`config.mk`:
```
export PLATFORM = sky130hd
export DESIGN_NAME = wma_front_flat
export DESIGN_NICKNAME = d
export VERILOG_FILES = /design/src/sv/wma_pkg.sv /design/src/sv/wma_in_if.sv /design/src/sv/wma_front.sv /design/src/flat_wrapper.sv
export SDC_FILE = /design/constraint.sdc
export NUM_CORES = 2
export LEC_CHECK = 0
export BUFFER_PORTS_ARGS = -buffer_cell sky130_fd_sc_hd__buf_4
export CORE_MARGIN = 4
export CORE_UTILIZATION = 45
export CTS_BUF_LIST = sky130_fd_sc_hd__clkbuf_4
export CTS_CLUSTER_DIAMETER = 30
export CTS_CLUSTER_SIZE = 16
export DETAILED_ROUTE_END_ITERATION = 10
export GPL_ROUTABILITY_DRIVEN = 0
export SETUP_SLACK_MARGIN = 0.3
export SLEW_MARGIN = 10
export SYNTH_ARGS = -nofsm -noshare
export SYNTH_HDL_FRONTEND = slang
export SYNTH_SLANG_ARGS = --single-unit
```
`constraint.sdc`:
```
create_clock -name clk -period 12.7 [get_ports clk]
set_clock_uncertainty 0.15 [all_clocks]
set_input_delay 2.54 -clock clk [delete_from_list [all_inputs] [get_ports clk]]
set_output_delay 2.54 -clock clk [all_outputs]
set_load 0.005 [all_outputs]
```
`src/sv/wma_pkg.sv`:
```
// Shared types and constants for the weighted mean accumulator.
// No dependencies; every other file imports this package.
package wma_pkg;

	// Fixed width of the payload fields on the channels.
	localparam int DATA_BITS = 64;

	// Depth of the snapshot queue between the accumulate and divide units.
	localparam int QUEUE_DEPTH = 2;
	localparam int QUEUE_PTR_BITS = 1;
	localparam int QUEUE_CNT_BITS = 2;

	typedef logic [DATA_BITS-1:0] data_t;

	// Status of the snapshot queue, seen by both of its neighbors.
	typedef struct packed {
		logic full;
		logic empty;
	} wma_q_stat_t;

endpackage

```
`src/sv/wma_in_if.sv`:
```
// Input channel: valid/ready handshake carrying restart, value and weight.
// Depends on wma_pkg.
interface wma_in_if import wma_pkg::*; ();
	logic  valid;
	logic  ready;
	logic  restart;
	data_t value;
	data_t weight;

	modport source (output valid, restart, value, weight, input ready);
	modport sink (input valid, restart, value, weight, output ready);
endinterface

```
`src/sv/wma_front.sv`:
```
// Front end: accepts transactions, forms the double-width product from four
// half-width partial products and updates the running sum and weight total.
// Depends on wma_pkg and wma_in_if.
module wma_front import wma_pkg::*; #(
	parameter int W = 64
) (
	input  logic              clk,
	input  logic              arst_n,
	wma_in_if.sink            items,
	input  wma_q_stat_t       q_stat,
	output logic              push,
	output logic [3*W-1:0]    push_data
);

	localparam int H   = (W + 1) / 2;
	localparam int SHW = $clog2(2 * W);

	typedef enum logic [1:0] {IDLE, MUL, ACC} state_t;

	state_t         state_q;
	logic [2:0]     cnt_q;
	logic           restart_q;
	logic [W-1:0]   a_q;
	logic [W-1:0]   b_q;
	logic [2*H-1:0] pp_q;
	logic [2*W-1:0] prod_q;
	logic [2*W-1:0] sum_q;
	logic [W-1:0]   wsum_q;

	logic [2*H-1:0] a_ext;
	logic [2*H-1:0] b_ext;
	logic [H-1:0]   a_sel;
	logic [H-1:0]   b_sel;
	logic [2*H-1:0] pp_next;
	logic [1:0]     p_idx;
	logic [SHW-1:0] shamt;
	logic [2*W-1:0] pp_shift;
	logic [2*W-1:0] sum_new;
	logic [W-1:0]   wsum_new;

	always_comb begin
		a_ext    = (2*H)'(a_q);
		b_ext    = (2*H)'(b_q);
		a_sel    = cnt_q[1] ? a_ext[2*H-1:H] : a_ext[H-1:0];
		b_sel    = cnt_q[0] ? b_ext[2*H-1:H] : b_ext[H-1:0];
		pp_next  = {{H{1'b0}}, a_sel} * {{H{1'b0}}, b_sel};
		p_idx    = cnt_q[1:0] - 2'd1;
		case (p_idx)
			2'd0:    shamt = '0;
			2'd3:    shamt = SHW'(2 * H);
			default: shamt = SHW'(H);
		endcase
		pp_shift = (2*W)'(pp_q) << shamt;
		// restart drops the old accumulation before this item is added
		sum_new  = (restart_q ? '0 : sum_q) + prod_q;
		wsum_new = (restart_q ? '0 : wsum_q) + b_q;
	end

	assign items.ready = (state_q == IDLE);
	assign push        = (state_q == ACC) && !q_stat.full;
	assign push_data   = {sum_new, wsum_new};

	always_ff @(posedge clk or negedge arst_n) begin
		if (!arst_n) begin
			state_q <= IDLE;
			cnt_q   <= '0;
			sum_q   <= '0;
			wsum_q  <= '0;
		end else begin
			case (state_q)
				IDLE: begin
					if (items.valid) begin
						state_q <= MUL;
						cnt_q   <= '0;
					end
				end
				MUL: begin
					cnt_q <= cnt_q + 3'd1;
					if (cnt_q == 3'd4) begin
						state_q <= ACC;
					end
				end
				ACC: begin
					if (!q_stat.full) begin
						sum_q   <= sum_new;
						wsum_q  <= wsum_new;
						state_q <= IDLE;
					end
				end
				default: state_q <= IDLE;
			endcase
		end
	end

	// Operand and product datapath, no reset needed.
	always_ff @(posedge clk) begin
		if (state_q == IDLE && items.valid) begin
			a_q       <= items.value[W-1:0];
			b_q       <= items.weight[W-1:0];
			restart_q <= items.restart;
			prod_q    <= '0;
		end
		if (state_q == MUL) begin
			if (cnt_q != 3'd4) begin
				pp_q <= pp_next;
			end
			if (cnt_q != 3'd0) begin
				prod_q <= prod_q + pp_shift;
			end
		end
	end

endmodule

```
`src/flat_wrapper.sv`:
```
// flat-port wrapper written by rule: the top's interface ports become plain ports
module wma_front_flat import wma_pkg::*;
#(
	parameter int W = 64
)
  (clk, arst_n, q_stat, push, push_data, items_valid, items_restart, items_value, items_weight, items_ready);
  wma_in_if items_i ();
  input  logic clk;
  input  logic arst_n;
  input  wma_q_stat_t q_stat;
  output logic push;
  output logic [3*W-1:0] push_data;
  input wire logic [$bits(items_i.valid)-1:0] items_valid;
  input wire logic [$bits(items_i.restart)-1:0] items_restart;
  input wire logic [$bits(items_i.value)-1:0] items_value;
  input wire logic [$bits(items_i.weight)-1:0] items_weight;
  output wire logic [$bits(items_i.ready)-1:0] items_ready;
  assign items_i.valid = items_valid;
  assign items_i.restart = items_restart;
  assign items_i.value = items_value;
  assign items_i.weight = items_weight;
  assign items_ready = items_i.ready;
  wma_front #(.W(W)) u_core (.clk(clk), .arst_n(arst_n), .items(items_i), .q_stat(q_stat), .push(push), .push_data(push_data));
endmodule
```
==> run summary <==
## Outcome
- finished clean — run status

## Clock tree
- 143 — Num CTS Buffers
- 4 — CTS H-tree depth
- 70 ps — clk slew on worst S/H paths
- 0 — number of cells upsized or downsized after cts
- 3 — Clock Tree Buf Depth
- done — CTS tree
- clkbuf_4 — clk root buf
- 1290 ps — clock insertion delay at the later pin of the skew report
- 0 — setup repair bufs after CTS
- 518 — Clock Sink Count
- 0 — CTS Hold Bufs

## Die
- 411 um — Die Width
- 147 — standard-cell row count
- 328 — number of I/O pins
- 161000 um2 — area of the core
- 411 um — vertical die dimension
- 45.3% — starting utilization of the core area
- 169000 um2 — Die ar.

## Route
- 5.76 — average vias per placed instance
- 0 — DRC violation count after routing
- 113 mm — detailed-routed wire length on met2
- 22.2 mm — Detail Route met3 WL
- 6 — iteration count of the initial detailed-routing pass
- met5 — DR top layer
- 22.8 um — wire per inst
- 0 — final antenna-violating net count
- 253 mm — Total Routed Length
- 63997 — DR vias
- 101 mm — sum of routed wire segments on met1
- 5574 — number of DRC markers in iteration 0

## Timing
- false — RSZ-0062 raised after global routing
- 10380 ps — Tmin final
- 0 — hold violation count in the final report
- 0 — total of endpoints with negative setup slack in the final report
- 81.7% — period utilization
- 14.8% — Max-Slew Margin vs Limit
- 0 — number of max-slew violations in the final report
- 96.3 MHz — Peak Freq
- 316 ps — Worst Hold Slack
- 1250 ps — slew at the pin closest to its max-slew limit
- 0 ps — total negative setup slack

## Yosys
- 8.38 um2 — syn_area_per_cell
- 24.7% — fraction of post-synthesis cell area in the top cell type by area
- 10322 — net count of the mapped netlist
- 73000 um2 — netlist area before placement
- 18.2% — share of the yosys chip area belonging to registers
- fa_1 — dominant cell type by area after synthesis
- 518 — flip-flop and latch count after synthesis
- 0 — Yosys warning count
- dfrtp_1 — most used flip-flop cell after synthesis
- 96 — number of distinct library cell variants in the gate-level netlist after synthesis
- nand2_1 — most frequent cell after synthesis
- nand2_1, inv_1, fa_1 — top post-synthesis cells by count
- 38.0% — Post-synth ARST share
- 193 — EDFF count, synth
- fa_1, ha_1, edfxtp_1 — main area contributors after synthesis
- 8706 — number of cells produced by synthesis

## Global routing
- 383 mm — global-route wire length before repair
- 29.7% — total routing resource utilization after global routing
- 98 — maximum number of pins on one net before global-route repair
- 0 — GRT Residual Overflow
- 10 — number of antenna violations at the first check in global routing
- 63784 — vias in the first global route

## Worst setup path
- mux2i_2 — crit path max-delay cell type
- adder cells — cell class contributing the biggest share of worst-path delay
- fa_1 — cell mode on critical path
- reg -> reg — type of the worst setup path
- flip-flop — category of the worst setup path launch point
- 11270 ps — WP data arrival
- 4 — number of buffers and inverters on the critical path
- 13590 ps — worst path required time
- 1050 ps — Slowest Stage Delay on Critical Path
- flip-flop — endpoint type of the worst setup path
- 31 — maximum fanout along the worst path

## Place
- 77500 um2 — Placement Cell Area
- 203 mm — HPWL after DPL
- 10827 — Cells after DPL
- 326 — number of buffer cells added on primary ports

## Final layout
- 9.65% — layout overhead on the synthesized area
- 10428 — Final nets
- 9.73% — layout cell share with drive strength beyond 1
- 15513 — FILL cells
- 80000 um2 — final non-filler cell area
- 11107 — fin cells

## Worst hold path
- reg -> reg — class of the tightest hold or removal check

## Run
- 0 — number of max-capacitance violations reported

[metal layers]
| layer | track usage [%] | vias to the layer above |
|---|---|---|
| met3 | 6.06 | 753 |
| met5 | 0 | - |
| li1 | - | 29003 |
| met4 | 16.8 | 6 |
| met2 | 46.6 | 3022 |
| met1 | 38.4 | 31213 |
[metrics by stage]
stage | worst slack, ps | utilization [%]
4_1_cts | 2510 | 49.7
6_report | 2320 | 49.7
3_3_place_gp | 2510 | 48.1
3_5_place_dp | 2460 | 48.1
5_1_grt | 2070 | 49.7
2_1_floorplan | 3660 | -
[cells in the final DEF (no fill, tap or decap), types with 33 or more instances in the layout]
cell and n:
nand2_1 1410, inv_1 977, fa_1 899, nor2_1 866
ha_1 582, a21oi_1 537, buf_4 407, o21ai_0 390
nor2b_1 271, a21o_1 224, xnor2_1 215, dfrtp_1 195
edfxtp_1 193, clkbuf_4 160, nand4_1 145, xor2_1 143
dfxtp_1 128, mux2_2 98, o21bai_1 97, and2_1 62
nand3_1 62, a31oi_1 53, nor3_1 53, nand2b_1 51
o21a_1 48, mux2i_1 46, and3_1 43, mux2i_2 37
o22ai_1 33
[cell families (layout without fill, tap and decap cells)]
kind of cell	Yosys count	count (layout)	synth area share, %
buffers and inverters	1426	1653	7.36
other	0	14	0
adders and majority gates	1482	1482	34.7
muxes	200	200	2.92
xor gates and xnor gates	359	359	4.31
AOI/OAI and AO/OA	1660	1660	14.1
DFF	518	518	18.2
and+or+nand+nor	3061	3061	18.4
[layout make-up]
| cell class | count | area, um2 | area share, % |
|---|---|---|---|
| Tap cell | 2160 | 2700 | 3.38 |
| Inverter | 978 | 3680 | 4.59 |
| Timing Repair Buffer | 409 | 3090 | 3.86 |
| Clock buffer | 160 | 1200 | 1.50 |
| Multi-Input combinational cell | 6762 | 54700 | 68.4 |
| Antenna cell | 14 | 35.0 | 0.0438 |
| Clock inverter | 106 | 1300 | 1.63 |
| Sequential cell | 518 | 13300 | 16.6 |
[sequential cells by signal, summed over array words and instances (netlist names)]
name,cells
u_core.a_ext,64
u_core.b_ext,64
u_core.cnt_q,3
u_core.pp_q,64
u_core.prod_q,128
u_core.restart_q,1
u_core.state_q,2
u_core.sum_q,128
u_core.wsum_q,64
[worst min-delay path, cell delays in order (launching register included)]
cell and delay (ps):
dfrtp_1 340, nand2_1 50, nand2_1 50
[worst paths after layout]
check	start	to	slack, ps	cells past startpoint
min in group asynchronous	arst_n	u_core.sum_q[37]	1160	1
worst max register to register	u_core.cnt_q[1]	u_core.pp_q[48]	2320	25
worst min-delay path	u_core.sum_q[77]	u_core.sum_q[77]	320	2
max in group asynchronous	arst_n	u_core.wsum_q[18]	9650	2
worst min register to register	u_core.sum_q[77]	u_core.sum_q[77]	320	2
worst max-delay path	u_core.cnt_q[1]	u_core.pp_q[48]	2320	25
Power is left out: the tool's default activity adds up to more than one toggle a clock period on the data nets, which glitch-free logic cannot reach.
