### src/sv/wma_pkg.sv
// Shared types and constants for the weighted mean accumulator.
// No dependencies; every other file imports this package.
package wma_pkg;

	// Fixed width of the payload fields on the channels.
	localparam int DATA_BITS = 64;

	// Depth of the snapshot queue between the accumulate and divide units.
	localparam int QUEUE_DEPTH = 2;
	localparam int QUEUE_PTR_BITS = 1;
	localparam int QUEUE_CNT_BITS = 2;

	typedef logic [DATA_BITS-1:0] data_t;

	// Status of the snapshot queue, seen by both of its neighbors.
	typedef struct packed {
		logic full;
		logic empty;
	} wma_q_stat_t;

endpackage

### src/sv/wma_queue.sv
// Two-entry snapshot queue between the accumulate front end and the divider.
// Depends on wma_pkg.
module wma_queue import wma_pkg::*; #(
	parameter int DW = 192
) (
	input  logic          clk,
	input  logic          arst_n,
	input  logic          push,
	input  logic [DW-1:0] push_data,
	input  logic          pop,
	output logic [DW-1:0] head,
	output wma_q_stat_t   stat
);

	logic [DW-1:0]             mem_q [QUEUE_DEPTH];
	logic [QUEUE_PTR_BITS-1:0] wr_ptr_q;
	logic [QUEUE_PTR_BITS-1:0] rd_ptr_q;
	logic [QUEUE_CNT_BITS-1:0] cnt_q;

	assign head       = mem_q[rd_ptr_q];
	assign stat.full  = (cnt_q == QUEUE_CNT_BITS'(QUEUE_DEPTH));
	assign stat.empty = (cnt_q == '0);

	always_ff @(posedge clk or negedge arst_n) begin
		if (!arst_n) begin
			wr_ptr_q <= '0;
			rd_ptr_q <= '0;
			cnt_q    <= '0;
		end else begin
			if (push) begin
				wr_ptr_q <= wr_ptr_q + 1'b1;
			end
			if (pop) begin
				rd_ptr_q <= rd_ptr_q + 1'b1;
			end
			if (push && !pop) begin
				cnt_q <= cnt_q + QUEUE_CNT_BITS'(1);
			end else if (pop && !push) begin
				cnt_q <= cnt_q - QUEUE_CNT_BITS'(1);
			end
		end
	end

	always_ff @(posedge clk) begin
		if (push) begin
			mem_q[wr_ptr_q] <= push_data;
		end
	end

`ifndef SYNTHESIS
	a_no_push_full: assert property (@(posedge clk) disable iff (!arst_n)
		push |-> !stat.full) else $error("queue written while full");
	a_no_pop_empty: assert property (@(posedge clk) disable iff (!arst_n)
		pop |-> !stat.empty) else $error("queue read while empty");
`endif

endmodule

### config.mk
export PLATFORM = sky130hd
export DESIGN_NAME = wma_queue
export DESIGN_NICKNAME = d
export VERILOG_FILES = /design/src/sv/wma_pkg.sv /design/src/sv/wma_queue.sv
export SDC_FILE = /design/constraint.sdc
export NUM_CORES = 1
export LEC_CHECK = 0
export ABC_AREA = 1
export BUFFER_PORTS_ARGS = -buffer_cell sky130_fd_sc_hd__buf_4
export CORE_AREA = 2 2 162 164
export DETAILED_ROUTE_END_ITERATION = 10
export DIE_AREA = 0 0 164 166
export PLACE_DENSITY_LB_ADDON = 0.1
export SLEW_MARGIN = 20
export SYNTH_ARGS = -nofsm -noshare
export SYNTH_HDL_FRONTEND = slang
export SYNTH_SLANG_ARGS = --single-unit
### constraint.sdc
create_clock -name clk -period 16.8 [get_ports clk]
set_input_delay 0 -clock clk [delete_from_list [all_inputs] [get_ports clk]]
set_output_delay 0 -clock clk [all_outputs]
set_load 0.01 [all_outputs]
==> key figures, run 1 <==
STA
  • Rel. slew slack: between 20% and 30%
  • Tmin final: ~3000 ps
  • Hold Fails Final Rpt: 0
  • Worst-Margin Slew: approximately 1100 ps
  • Unrepaired setup endpoints after global routing: false
  • Max Clock Skew: between 15 and 20 ps
  • Crit share post-route: roughly 18%
  • Setup TNS: 0 ps
  • Max-slew violations: 0
  • Final worst slack: ~14,000 ps
  • Final setup fails: 0
  • Fmax: between 300 and 400 MHz

Synthesis
  • Top post-synthesis cells by area: edfxtp_1 (82%), mux2_2 (15%), dfrtp_1 (0.71%)
  • Most used DFF post-synth: edfxtp_1
  • Syn Std Cell Area: roughly 14,000 µm²
  • Synth warn: 0
  • Synthesized net count: a little over 800
  • Netlist cell types: 14
  • Synth Instances: about 620
  • Mean Syn Cell Area: between 20 and 25 µm²
  • Top-count cell post-synth: edfxtp_1
  • Synth top cells by count: edfxtp_1 (384), mux2_2 (192), buf_4 (11)
  • Post-synth EDFFs: around 380
  • Post-synth ARST share: 1.03%
  • Yosys reg bits: approximately 390
  • Post-synth top area share: between 80% and 90%
  • Register area share after synthesis: between 80 and 90%
  • Cell taking the most area after synthesis: edfxtp_1

Die
  • Die ar.: approximately 27,000 µm²
  • Die Y: roughly 170 µm
  • FP Rows: 59
  • Initial Util: between 50 and 60%
  • Core area: between 20,000 and 30,000 µm²
  • Chip width: 164 µm
  • Number of top-level pins: 390

Routing
  • Vias per cell: a little over 5
  • Via Count: ~8,100
  • Routed wire length: around 32,000 µm
  • Wire per inst: 20.2 µm
  • Pre-Repair DR Iteration Count: 5
  • Initial DRC count: 618
  • Detail Route Antenna Nets: 0
  • Drt drc: 0

Min path
  • Min-Delay Path Depth: 2
  • Min-delay worst type: in2reg
  • Hold Startpoint: push_data[186]
  • End of the worst hold path: mem_q[1][186]

Power
  • Pleak: about 7.8 nW
  • PD cells: roughly 150 nW/µm²
  • Max VDD drop: about 0.11 mV

CTS
  • CTS tree: built
  • Htree depth: 2
  • Clk buf depth: 3
  • CTS resizes: 0
  • Reg clk slew, reported paths: 60 ps
  • Skew-Pair Late Insertion Delay: roughly 520 ps
  • CTS buffer count: 39
  • Clock Sinks: ~390
  • Root buffer cell: clkbuf_16

Setup path
  • R2R Path End: mem_q[1][112]
  • R2R Setup Slk: roughly 15,000 ps
  • Worst EP required: around 17,000 ps
  • CP Data Arrival Time: 2950 ps
  • CP Max Fanout: between 70 and 80
  • Crit path launch type: flip-flop
  • CP endpoint kind: output pin
  • R2R Path Start: wr_ptr_q
  • Worst Setup Path Type: reg2out
  • R2R depth: 3

Status
  • Status: finished, final reports clean

Finish
  • Final core occ: 80.0%
  • Final nets: 1,429
  • Area Growth Syn to Fin: 45.6%
  • Multi-input gate area: 2250 µm²
  • # fillers: ~1,400
  • Layout cells sized above 1: about half
  • Sequential Area: 11,600 µm²

Job
  • Max-cap viol count: 0

GRT
  • Largest net degree at the start of global routing: around 190
  • First-pass GRT wire length: 48,000 µm
  • Vias in the first global route: 8,824
  • Total grt overflow: 0
  • GRT Resource Usage Total: 23.4%
  • Initial antenna violation count: 5

Placement
  • Gpl congestion: around 0.76
  • DP Worst Slack: around 14,000 ps
  • Hpwl dp: about 19,000 µm
  • Port buffer count: between 300 and 400
## cell type report
class,count,area share (%)
Clock inverter,19,0.794
Antenna cell,5,0.0610
Inverter,7,0.153
Clock buffer,49,5.15
Multi-Input combinational cell,206,11.0
Tap cell,335,2.04
Sequential cell,388,56.8
Timing Repair Buffer,590,24.1
## report_power, final
part           internal, mW  switching (mW)
clock network         0.489           0.336
logic                 0.511           0.481
registers              1.29          0.0649
## repair_timing
action                    4_1_cts  5_1_grt
hold buffers                  196        0
hold endpoints to repair      392        0
buffers inserted                0        0
## worst max-delay path, cell delays in order (launching register included)
cell     delay, ps
dfrtp_4        860
buf_4          850
mux2_2         460
buf_4          150
## metrics by stage
step	cell area [µm²]	hold slack [ps]	std cells	power (mW)
after global placement	17300	-198	1330	2.31
after detailed placement	17300	-197	1330	2.32
after floorplan	14100	-296	622	1.93
after CTS	20500	188	1594	3.19
after global routing	20500	200	1599	3.30
final	20500	202	1599	3.17
## layer usage
layer	global-route usage, %	part of all wire (%)	up-vias
met5	0	0	-
met4	9.00	3.8	0
met3	7.24	8.3	77
met2	41.7	53	342
met1	25.9	35	3999
li1	-	-	3701
## cells in the final DEF, fill, tap and decap left out, drive strengths merged
cell type    Yosys  layout
nand4            1       1
bufinv           0       3
dfrtp            4       4
clkbuf           0      49
nand3            1       1
dlygate4sd3      0     196
inv              7       7
mux2           192     192
nor2             3       3
diode            0       5
xnor2            1       1
xor2             2       2
buf             21     394
ha               1       1
clkinv           0      14
nand2            5       5
edfxtp         384     384
clkinvlp         0       2
## sequential cells by signal (all words and copies together), names as in the netlist
name and count:
rd_ptr_q 1, cnt_q 2, wr_ptr_q 1, mem_q 384
## worst max-delay path by stage
stage | start | end | slack, ps | depth (start not counted)
2_1_floorplan | wr_ptr_q | mem_q[0][0] | 7670 | 1
6_report | rd_ptr_q | head[117] | 13850 | 3
3_3_place_gp | rd_ptr_q | head[118] | 14400 | 3
4_1_cts | rd_ptr_q | head[24] | 13850 | 3
3_5_place_dp | rd_ptr_q | head[30] | 14410 | 3
5_1_grt | rd_ptr_q | head[30] | 13740 | 3
## cell families after synthesis
| group | count (synthesis) | synth area share (%) |
|---|---|---|
| xor gates and xnor gates | 3 | 0.187 |
| adders and majority gates | 1 | 0.0888 |
| buffers and inverters | 28 | 1.48 |
| DFF | 388 | 82.6 |
| muxes | 192 | 15.4 |
| and+or+nand+nor | 10 | 0.293 |
Power figures use the tool's default switching activity.
==> run 2, diff against run 1 <==
CORE_AREA = 2 2 168 170   (was 2 2 162 164)
DIE_AREA = 0 0 170 172   (was 0 0 164 166)
clock period = 3.1 ns   (was 16.8 ns; I/O delays follow)
==> run 2 against run 1 <==
  * Critical path depth unchanged
  * Cell area increased by 1.7%
  * Worst hold slack improved by 4.9 ps
  * Clock skew increased by 12 ps
  * Total power increased to 5.6 times the previous value
  * Via count decreased by 0.99%
  * Non-clock buffer count increased by 9
  * Register-to-register slack got worse by 13000 ps
  * Critical endpoint is now head[96]
  * Largest cell class unchanged
==> key figures, run 2 (same netlist as run 1, synthesis figures left out) <==
Status
  • Status: finished, final reports clean (unchanged)

Finish
  • Largest Register: mem_q (unchanged)
  • Biggest regs: mem_q x384, cnt_q x2 (unchanged)
  • Cell area after layout: 20,800 µm² (was 20,500 µm²)
  • Most common cell after layout, fill and taps aside: buf_4 (unchanged)
  • Most frequent cells in the layout: buf_4 (394), edfxtp_1 (384), dlygate4sd3_1 (196), mux2_2 (192), clkbuf_16 (41) (was buf_4 (393), edfxtp_1 (384), dlygate4sd3_1 (196), mux2_2 (192), clkbuf_16 (41))
  • Area Growth Syn to Fin: 48.0% (was 45.6%)
  • Final nets: 1,439 (was 1,429)
  • Largest register FFs: 384 (unchanged)
  • Layout cells sized above 1: 51.7% (was 50.8%)

Die
  • Core area: 27,500 µm² (was 25,600 µm²)
  • Die Y: 172 µm (was 166 µm)
  • Chip width: 170 µm (was 164 µm)
  • FP Rows: 61 (was 59)
  • Number of top-level pins: 390 (unchanged)
  • Initial Util: 51.3% (was 55.0%)
  • Die ar.: 29,200 µm² (was 27,200 µm²)

CTS
  • Htree depth: 2 (unchanged)
  • Skew-Pair Late Insertion Delay: 520 ps (about the same)
  • Clock Sinks: 388 (unchanged)
  • Root buffer cell: clkbuf_16 (unchanged)
  • CTS tree: built (unchanged)
  • CTS buffer count: 40 (was 39)
  • Reg clk slew, reported paths: 60 ps (about the same)
  • CTS resizes: 0 (unchanged)
  • Clk buf depth: 3 (unchanged)
  • Setup bufs post-CTS: 0 (unchanged)

Placement
  • DP Worst Slack: 1230 ps (was 14,410 ps)
  • Hpwl dp: 19,700 µm (was 18,800 µm)
  • Port buffer count: 389 (unchanged)
  • Gpl congestion: 0.732 (was 0.758)
  • DP Area: 17,500 µm² (was 17,300 µm²)

Setup path
  • CP peak stage delay: 620 ps (was 860 ps)
  • Critical path, cell by cell: buf_12, mux2_2, buf_4 (was buf_4, mux2_2, buf_4)
  • Worst Setup Path Type: reg2out (unchanged)
  • CP Data Arrival Time: 2140 ps (was 2950 ps)
  • Worst EP required: 3100 ps (was 16,800 ps)
  • Crit path max-delay family: flip-flops (was buffers and inverters)
  • Max stage delay cell, worst path: dfrtp_4 (unchanged)
  • Crit path launch type: flip-flop (unchanged)
  • CP Max Fanout: 71 (unchanged)
  • Crit path buf inv count: 2 (unchanged)
  • CP endpoint kind: output pin (unchanged)

STA
  • Unrepaired setup endpoints after global routing: false (unchanged)
  • Setup TNS: 0 ps (unchanged)
  • Max Clock Skew: 27.3 ps (was 15.3 ps)
  • Worst hold slack: 207 ps (was 202 ps)
  • Rel. slew slack: 44.1% (was 25.7%)
  • Final worst slack: 957 ps (was 13,850 ps)
  • Crit share post-route: 69.1%
  • Fmax: roughly 470 MHz
  • Worst-Margin Slew: 836 ps (was 1120 ps)
  • Max-slew violations: 0 (unchanged)
  • Tmin final: around 2100 ps
  • Hold Fails Final Rpt: 0 (unchanged)
  • Final setup fails: 0 (unchanged)

Power
  • Max VDD drop: 0.713 mV (was 0.113 mV)
  • Pleak: 7.95 nW (was 7.78 nW)
  • PD cells: 856 nW/µm² (was 155 nW/µm²)
  • Tot Pwr: 17.8 mW (was 3.17 mW)

Job
  • Max-cap viol count: 0 (unchanged)

GRT
  • First-pass GRT wire length: 47,000 µm (was 48,000 µm)
  • GRT Resource Usage Total: 21.3% (was 23.4%)
  • Initial antenna violation count: 1 (was 5)
  • Vias in the first global route: 8,686 (was 8,824)
  • Largest net degree at the start of global routing: 79 (was 193)
  • Total grt overflow: 0 (unchanged)

Routing
  • Pre-Repair DR Iteration Count: 5 (unchanged)
  • Detail Route Antenna Nets: 0 (unchanged)
  • Routed wire length: 32,100 µm (was 32,300 µm)
  • Initial DRC count: 556 (was 618)
  • Via Count: 8,039 (was 8,119)
  • Drt drc: 0 (unchanged)
  • Vias per cell: 4.96 (was 5.08)
  • Wire per inst: 19.8 µm (was 20.2 µm)

Min path
  • Min-delay worst type: in2reg (unchanged)
==> run 2: cell types whose count changed in the layout (fill, tap and decap cells not counted), sizes merged <==
cell / change
inv: -1
clkinv: -1
bufinv: +5
clkbuf: +2
clkinvlp: -1
buf: +9
diode: -3
==> run 2: final timing paths <==
path | start | endpoint | slack (ps) | depth (start not counted)
hold / removal | push_data[177] | mem_q[0][177] | 210 | 2
max in group asynchronous | arst_n | rd_ptr_q | 2460 | 3
min in group asynchronous | arst_n | rd_ptr_q | 430 | 3
hold reg to reg | wr_ptr_q | wr_ptr_q | 560 | 1
setup / recovery | rd_ptr_q | head[96] | 960 | 3
setup reg to reg | wr_ptr_q | mem_q[1][147] | 1220 | 3
==> run 2: area by class of cell <==
class / count / area [µm²]
fillers: 1579 / 6630
inverters: 7 / 30.0
repair buffers: 599 / 5100
diodes: 2 / 5.00
clock inverters: 21 / 297
clock buffers: 51 / 1090
flip-flops and latches: 388 / 11600
multi-input cells: 206 / 2250
well taps: 346 / 433
==> run 2: layer usage <==
metal  GRT usage, %  share of wire, %  vias to the layer above
li1               -                 -                     3713
met1           23.4                35                     3973
met2           39.2                54                      306
met3           6.39               8.4                       47
met4           7.62               2.3                        0
met5              0                 0                        -
==> run 2: worst register-to-register path: cells and delay by family, from the launching register on <==
kind / cells / cell delay, ps
buffers and inverters: 2 / 950
DFF: 1 / 430
and+or+nand+nor: 1 / 100
==> run 2: what timing repair did <==
item,CTS,global route
endpoints found under the setup margin,0,0
hold buffers,196,0
hold endpoints to repair,392,0
==> run 2: power breakdown <==
part,internal [mW],switching [mW]
clock network,3.15,1.88
registers,6.95,0.271
logic,2.90,2.70
==> run 2: stage by stage <==
stage / util [%] / std cells
after floorplan: - / 622
after global placement: 63.6 / 1350
after detailed placement: 63.6 / 1350
after CTS: 75.8 / 1618
after global routing: 75.9 / 1619
final: 75.9 / 1620
