<file path="config.mk">
export PLATFORM = sky130hd
export DESIGN_NAME = wma_back_flat
export DESIGN_NICKNAME = d
export VERILOG_FILES = /design/src/sv/wma_pkg.sv /design/src/sv/wma_out_if.sv /design/src/sv/wma_back.sv /design/src/flat_wrapper.sv
export SDC_FILE = /design/constraint.sdc
export NUM_CORES = 1
export LEC_CHECK = 0
export BUFFER_PORTS_ARGS = -buffer_cell sky130_fd_sc_hd__buf_2
export CAP_MARGIN = 25
export CORE_ASPECT_RATIO = 0.7
export CORE_MARGIN = 1.5
export CORE_UTILIZATION = 35
export CTS_BUF_LIST = sky130_fd_sc_hd__clkbuf_8 sky130_fd_sc_hd__clkbuf_16
export DETAILED_ROUTE_END_ITERATION = 16
export GPL_TIMING_DRIVEN = 0
export PLACE_DENSITY = 0.54
export SLEW_MARGIN = 0
export SYNTH_ARGS = -nofsm -noshare
export SYNTH_HDL_FRONTEND = slang
export SYNTH_SLANG_ARGS = --single-unit
</file>
<file path="constraint.sdc">
create_clock -name clk -period 8.2 [get_ports clk]
set_input_delay 0.82 -clock clk [delete_from_list [all_inputs] [get_ports clk]]
set_output_delay 0.82 -clock clk [all_outputs]
set_load 0.1 [all_outputs]
</file>
<file path="src/sv/wma_pkg.sv">
// Shared types and constants for the weighted mean accumulator.
// No dependencies; every other file imports this package.
package wma_pkg;

	// Fixed width of the payload fields on the channels.
	localparam int DATA_BITS = 64;

	// Depth of the snapshot queue between the accumulate and divide units.
	localparam int QUEUE_DEPTH = 2;
	localparam int QUEUE_PTR_BITS = 1;
	localparam int QUEUE_CNT_BITS = 2;

	typedef logic [DATA_BITS-1:0] data_t;

	// Status of the snapshot queue, seen by both of its neighbors.
	typedef struct packed {
		logic full;
		logic empty;
	} wma_q_stat_t;

endpackage

</file>
<file path="src/sv/wma_out_if.sv">
// Result channel: valid/ready handshake carrying mean and overflow.
// Depends on wma_pkg.
interface wma_out_if import wma_pkg::*; ();
	logic  valid;
	logic  ready;
	data_t mean;
	logic  overflow;

	modport source (output valid, mean, overflow, input ready);
	modport sink (input valid, mean, overflow, output ready);
endinterface

</file>
<file path="src/sv/wma_back.sv">
// Back end: restoring divider, one quotient bit per cycle, plus result register.
// Depends on wma_pkg and wma_out_if.
module wma_back import wma_pkg::*; #(
	parameter int W = 64
) (
	input  logic           clk,
	input  logic           arst_n,
	input  logic [3*W-1:0] head,
	input  wma_q_stat_t    q_stat,
	output logic           pop,
	wma_out_if.source      results
);

	localparam int CW = (W > 1) ? $clog2(W) : 1;

	typedef enum logic [1:0] {IDLE, DIV, FIN} state_t;

	state_t        state_q;
	logic [CW-1:0] cnt_q;
	logic [W-1:0]  r_q;
	logic [W-1:0]  lo_q;
	logic [W-1:0]  d_q;
	logic [W-1:0]  quo_q;
	logic          sat_q;
	logic          out_valid_q;
	data_t         mean_q;
	logic          ovf_q;

	logic [W-1:0]  h_hi;
	logic [W-1:0]  h_lo;
	logic [W-1:0]  h_w;
	logic          h_sat;
	logic [W-1:0]  rs;
	logic          ge;
	logic [W-1:0]  r_next;
	logic          out_free;

	always_comb begin
		h_hi     = head[3*W-1:2*W];
		h_lo     = head[2*W-1:W];
		h_w      = head[W-1:0];
		h_sat    = (h_w == '0) || (h_hi >= h_w);
		rs       = {r_q[W-2:0], lo_q[W-1]};
		ge       = r_q[W-1] || (rs >= d_q);
		r_next   = ge ? (rs - d_q) : rs;
		out_free = !out_valid_q || results.ready;
	end

	assign pop              = (state_q == IDLE) && !q_stat.empty;
	assign results.valid    = out_valid_q;
	assign results.mean     = mean_q;
	assign results.overflow = ovf_q;

	always_ff @(posedge clk or negedge arst_n) begin
		if (!arst_n) begin
			state_q     <= IDLE;
			out_valid_q <= 1'b0;
			cnt_q       <= '0;
		end else begin
			// load a new result, or drop the one just taken
			if (state_q == FIN && out_free) begin
				out_valid_q <= 1'b1;
			end else if (results.ready) begin
				out_valid_q <= 1'b0;
			end
			case (state_q)
				IDLE: begin
					if (!q_stat.empty) begin
						state_q <= h_sat ? FIN : DIV;
						cnt_q   <= CW'(W - 1);
					end
				end
				DIV: begin
					cnt_q <= cnt_q - CW'(1);
					if (cnt_q == '0) begin
						state_q <= FIN;
					end
				end
				FIN: begin
					if (out_free) begin
						state_q <= IDLE;
					end
				end
				default: state_q <= IDLE;
			endcase
		end
	end

	always_ff @(posedge clk) begin
		if (state_q == IDLE && !q_stat.empty) begin
			r_q   <= h_hi;
			lo_q  <= h_lo;
			d_q   <= h_w;
			sat_q <= h_sat;
			quo_q <= h_sat ? '1 : '0;
		end
		if (state_q == DIV) begin
			r_q   <= r_next;
			lo_q  <= {lo_q[W-2:0], 1'b0};
			quo_q <= {quo_q[W-2:0], ge};
		end
		if (state_q == FIN && out_free) begin
			mean_q <= DATA_BITS'(quo_q);
			ovf_q  <= sat_q;
		end
	end

`ifndef SYNTHESIS
	a_ovf_all_ones: assert property (@(posedge clk) disable iff (!arst_n)
		(results.valid && results.overflow) |-> (results.mean == DATA_BITS'({W{1'b1}})))
		else $error("saturated mean is not all ones");
	a_div_nonzero: assert property (@(posedge clk) disable iff (!arst_n)
		(state_q == DIV) |-> (d_q != '0 && !sat_q))
		else $error("divider running on a saturated snapshot");
	a_hold_result: assert property (@(posedge clk) disable iff (!arst_n)
		(out_valid_q && !results.ready) |=> (out_valid_q && $stable(mean_q)))
		else $error("pending result overwritten");
`endif

endmodule

</file>
<file path="src/flat_wrapper.sv">
// flat-port wrapper written by rule: the top's interface ports become plain ports
module wma_back_flat import wma_pkg::*;
#(
	parameter int W = 64
)
  (clk, arst_n, head, q_stat, pop, results_valid, results_mean, results_overflow, results_ready);
  wma_out_if results_i ();
  input  logic clk;
  input  logic arst_n;
  input  logic [3*W-1:0] head;
  input  wma_q_stat_t q_stat;
  output logic pop;
  output wire logic [$bits(results_i.valid)-1:0] results_valid;
  output wire logic [$bits(results_i.mean)-1:0] results_mean;
  output wire logic [$bits(results_i.overflow)-1:0] results_overflow;
  input wire logic [$bits(results_i.ready)-1:0] results_ready;
  assign results_valid = results_i.valid;
  assign results_mean = results_i.mean;
  assign results_overflow = results_i.overflow;
  assign results_i.ready = results_ready;
  wma_back #(.W(W)) u_core (.clk(clk), .arst_n(arst_n), .head(head), .q_stat(q_stat), .pop(pop), .results(results_i));
endmodule
</file>
==> report_table.html <==
<table>
<tr><th>Metric</th><th>Value</th></tr>
<tr><th colspan="2">Worst setup path</th></tr>
<tr><td>Crit Reg-Reg Endpoint</td><td>u_core.quo_q[12]</td></tr>
<tr><td>Crit Reg-Reg Startpoint</td><td>u_core.state_q[1]</td></tr>
<tr><td>Kind of start point of the critical path</td><td>register</td></tr>
<tr><td>Data arrival time of the critical path</td><td>approximately 4700 ps</td></tr>
<tr><td>Critical path launch point</td><td>u_core.state_q[1]</td></tr>
<tr><td>Crit Path Class</td><td>register to register</td></tr>
<tr><td>Flop-to-flop setup slack</td><td>3790 ps</td></tr>
<tr><td>Worst-path maximum fanout</td><td>53</td></tr>
<tr><td>Reg2Reg Depth</td><td>7</td></tr>
<tr><td>Setup crit end kind</td><td>register</td></tr>
<tr><td>Required time of the critical path</td><td>approximately 8500 ps</td></tr>
<tr><th colspan="2">Synth</th></tr>
<tr><td>Share of synthesized flip-flops with an asynchronous set or reset</td><td>2.72%</td></tr>
<tr><td>Number of nets produced by synthesis</td><td>2052</td></tr>
<tr><td>Warnings, synthesis</td><td>0</td></tr>
<tr><td>Seq cells post-synth</td><td>331</td></tr>
<tr><td>Library cells used by synthesis</td><td>74</td></tr>
<tr><td>Portion of the post-synthesis area used by sequential elements</td><td>52.9%</td></tr>
<tr><td>Summed instance area of the synthesized netlist</td><td>roughly 19000 um^2</td></tr>
<tr><td>Ys flop type</td><td>edfxtp_1</td></tr>
<tr><td>Post-synthesis average cell area</td><td>~11 um^2</td></tr>
<tr><td>Syn Inst Count</td><td>between 1500 and 2000</td></tr>
<tr><td>Number of enable flip-flop cells after synthesis</td><td>about 320</td></tr>
<tr><th colspan="2">Route</th></tr>
<tr><td>Routed via count divided by cell count</td><td>approximately 5.4</td></tr>
<tr><td>Number of detailed-route iterations in the first pass</td><td>5</td></tr>
<tr><td>Remaining routing DRC violations</td><td>0</td></tr>
<tr><td>Mean routed wirelength per cell</td><td>21.4 um</td></tr>
<tr><td>Routed Antenna Nets</td><td>0</td></tr>
<tr><td>Number of DRC markers after the initial detailed-route iteration</td><td>1300</td></tr>
<tr><td>Total detailed-routing wirelength</td><td>58.6 mm</td></tr>
<tr><td>Total number of vias</td><td>roughly 15000</td></tr>
<tr><th colspan="2">Clock tree</th></tr>
<tr><td>Resized Gates After CTS</td><td>0</td></tr>
<tr><td>Setup fix buffers added after clock tree synthesis</td><td>0</td></tr>
<tr><td>Hold buffer count at CTS</td><td>0</td></tr>
<tr><td>Clock H-tree levels</td><td>2</td></tr>
<tr><td>Maximum count of clock buffers along a single path</td><td>3</td></tr>
<tr><td>Worst-path clk slew</td><td>around 70 ps</td></tr>
<tr><td>Number of clock sinks seen by CTS</td><td>331</td></tr>
<tr><td>Buffer cell driving the clock tree root</td><td>clkbuf_16</td></tr>
<tr><td>Skew-Pair Late Insertion Delay</td><td>550 ps</td></tr>
<tr><td>CTS tree</td><td>done</td></tr>
<tr><td>Clock buffer count from CTS</td><td>36</td></tr>
<tr><th colspan="2">Floorplanning</th></tr>
<tr><td>Rows</td><td>70</td></tr>
<tr><td>Die W</td><td>279 um</td></tr>
<tr><td>Placeable core region</td><td>~52000 um^2</td></tr>
<tr><td>Die span in y</td><td>a little under 200 um</td></tr>
<tr><td>Initial Utilization</td><td>35.6%</td></tr>
<tr><td>Die area</td><td>~55000 um^2</td></tr>
<tr><td>Num ports</td><td>264</td></tr>
<tr><th colspan="2">Finish</th></tr>
<tr><td>Fin util</td><td>42.3%</td></tr>
<tr><td>Final layout net count</td><td>roughly 2400</td></tr>
<tr><td>Area growth from synthesis to layout</td><td>18.7%</td></tr>
<tr><td>Share of post-route cells with drive strength above 1</td><td>17.4%</td></tr>
<tr><th colspan="2">STA</th></tr>
<tr><td>Slew at the pin closest to its max-slew limit</td><td>about 1100 ps</td></tr>
<tr><td>Final max-slew violation count</td><td>0</td></tr>
<tr><td>Final critical delay including setup and external delays</td><td>roughly 4400 ps</td></tr>
<tr><td>Final clock period utilization by the worst path</td><td>between 50% and 60%</td></tr>
<tr><td>Final count of hold timing violations</td><td>0</td></tr>
<tr><td>Fin Clk Skew</td><td>22.6 ps</td></tr>
<tr><td>Headroom to the max-slew limit</td><td>between 20% and 30%</td></tr>
<tr><td>RSZ-0062 raised after global routing</td><td>no</td></tr>
<tr><td>Maximum clock frequency</td><td>227 MHz</td></tr>
<tr><td>Final number of setup-violating endpoints</td><td>0</td></tr>
<tr><td>Worst hold slack after final layout</td><td>122 ps</td></tr>
<tr><th colspan="2">Run status</th></tr>
<tr><td>Outcome</td><td>finished, final reports clean</td></tr>
<tr><th colspan="2">GRT</th></tr>
<tr><td>Number of global-route vias before repair</td><td>14300</td></tr>
<tr><td>Maximum number of pins on one net before global-route repair</td><td>between 70 and 80</td></tr>
<tr><td>Wire length of the first global-routing pass</td><td>88.2 mm</td></tr>
<tr><td>Gr usage total</td><td>about a fifth</td></tr>
<tr><td>Antenna violations before repair</td><td>7</td></tr>
<tr><td>Overflow after GRT</td><td>0</td></tr>
<tr><th colspan="2">Power and ir drop</th></tr>
<tr><td>Power density over cell area</td><td>458 nW/um^2</td></tr>
<tr><td>Worst vdd ir</td><td>188 uV</td></tr>
<tr><td>Standby leakage power</td><td>9.37 nW</td></tr>
<tr><th colspan="2">Run</th></tr>
<tr><td>Max-capacitance violation count</td><td>0</td></tr>
<tr><th colspan="2">Place</th></tr>
<tr><td>RD Place Congestion</td><td>0.910</td></tr>
<tr><td>Port Buffers</td><td>262</td></tr>
<tr><td>Half-perimeter wire length after placement</td><td>44.8 mm</td></tr>
<tr><th colspan="2">Min path</th></tr>
<tr><td>Kind of path behind the tightest hold check</td><td>input port to async pin</td></tr>
</table>
worst max-delay path, stage by stage, from the launching register on:
cell,delay (ps)
dfrtp_1,390
nand2b_1,350
clkbuf_1,790
clkbuf_1,740
buf_1,710
nand2_4,470
buf_16,360
buf_16,240
registers in the layout, summed over array words and instances (netlist names):
name,flops
u_core.cnt_q,6
u_core.d_q,64
u_core.lo_q,64
u_core.results.valid,1
u_core.state_q,2
u_core.results.mean,64
u_core.r_q,64
u_core.quo_q,64
u_core.sat_q,1
u_core.results.overflow,1
per-stage QoR:
stage	TNS (ps)	worst slack, ps	cells	total power, W	cell area (um^2)
finish	0	3790	2743	0.0101	22200
global route	0	3630	2741	0.0108	22200
CTS	0	3780	2740	0.0102	22200
detailed placement	0	3590	2676	0.00852	21000
global placement	-414670	-2190	2670	0.00851	20800
floorplan	0	2120	1724	0.00709	18700
routing by layer:
| layer | GRT usage [%] | up-vias | share of wire (%) |
|---|---|---|---|
| met2 | 29.3 | 497 | 40 |
| met1 | 32.9 | 7239 | 51 |
| met4 | 4.43 | 10 | 1.6 |
| met5 | 0 | - | 0.096 |
| met3 | 5.28 | 64 | 8.0 |
| li1 | - | 7020 | - |
cells in the mapped netlist, types with 23 or more instances:
cell	count	area, um^2
nand2_1	137	514
clkbuf_1	68	255
a21oi_1	139	696
a22o_1	64	561
nor4_1	23	144
nor3_1	27	135
xnor2_1	33	289
nand4_1	42	263
edfxtp_1	321	9640
nand3_1	30	150
o21a_1	75	563
o21ai_0	86	430
nor2_1	94	353
a21o_1	70	526
ha_1	130	1630
inv_1	156	586
area by class of cell:
class	count	area [um^2]
diodes	3	7.51
well taps	684	856
clock inverters	28	231
fillers	5050	30300
flip-flops and latches	331	9880
repair buffers	268	1470
plain buffers	93	415
inverters	157	589
multi-input cells	1143	7810
clock buffers	36	901
cells by family after synthesis:
logic type,Yosys count,synth area share [%]
AOI/OAI and AO/OA,540,19.5
and+or+nand+nor,407,10.3
DFF,331,52.9
xor gates and xnor gates,51,2.39
buffers and inverters,250,5.36
muxes,14,0.750
adders and majority gates,131,8.82
report_power, final:
part | switching (W) | leakage [nW] | internal [W] | total [W]
clock | 0.000691 | 0.586 | 0.000900 | 0.00159
sequential | 0.000298 | 3.19 | 0.00294 | 0.00324
combinational | 0.00365 | 5.60 | 0.00166 | 0.00532
total | 0.00464 | 9.37 | 0.00550 | 0.0101
cell usage in the layout, fill, tap and decap left out, drive strengths merged, types with 5 or more instances in the layout:
| master | instances |
|---|---|
| a211oi | 16 |
| a21boi | 5 |
| a21o | 70 |
| a21oi | 139 |
| a22o | 64 |
| a31oi | 16 |
| and2 | 7 |
| and3 | 13 |
| buf | 293 |
| clkbuf | 104 |
| clkinv | 9 |
| dfrtp | 9 |
| edfxtp | 321 |
| ha | 130 |
| inv | 170 |
| mux2i | 14 |
| nand2 | 137 |
| nand2b | 10 |
| nand3 | 31 |
| nand4 | 42 |
| nor2 | 94 |
| nor2b | 6 |
| nor3 | 27 |
| nor4 | 23 |
| o211ai | 6 |
| o21a | 76 |
| o21ai | 94 |
| o21bai | 17 |
| o22ai | 5 |
| or3 | 5 |
| xnor2 | 33 |
| xor2 | 18 |
worst max-delay path by stage:
stage | slack [ps] | to | depth (start not counted)
after floorplan | 2120 | u_core.lo_q[10] | 5
after global placement | -2190 | u_core.lo_q[57] | 5
after detailed placement | 3590 | u_core.quo_q[27] | 15
after CTS | 3780 | u_core.quo_q[12] | 7
after global routing | 3630 | u_core.quo_q[22] | 7
final | 3790 | u_core.quo_q[12] | 7
No activity file was read; power rests on OpenSTA's default activity.
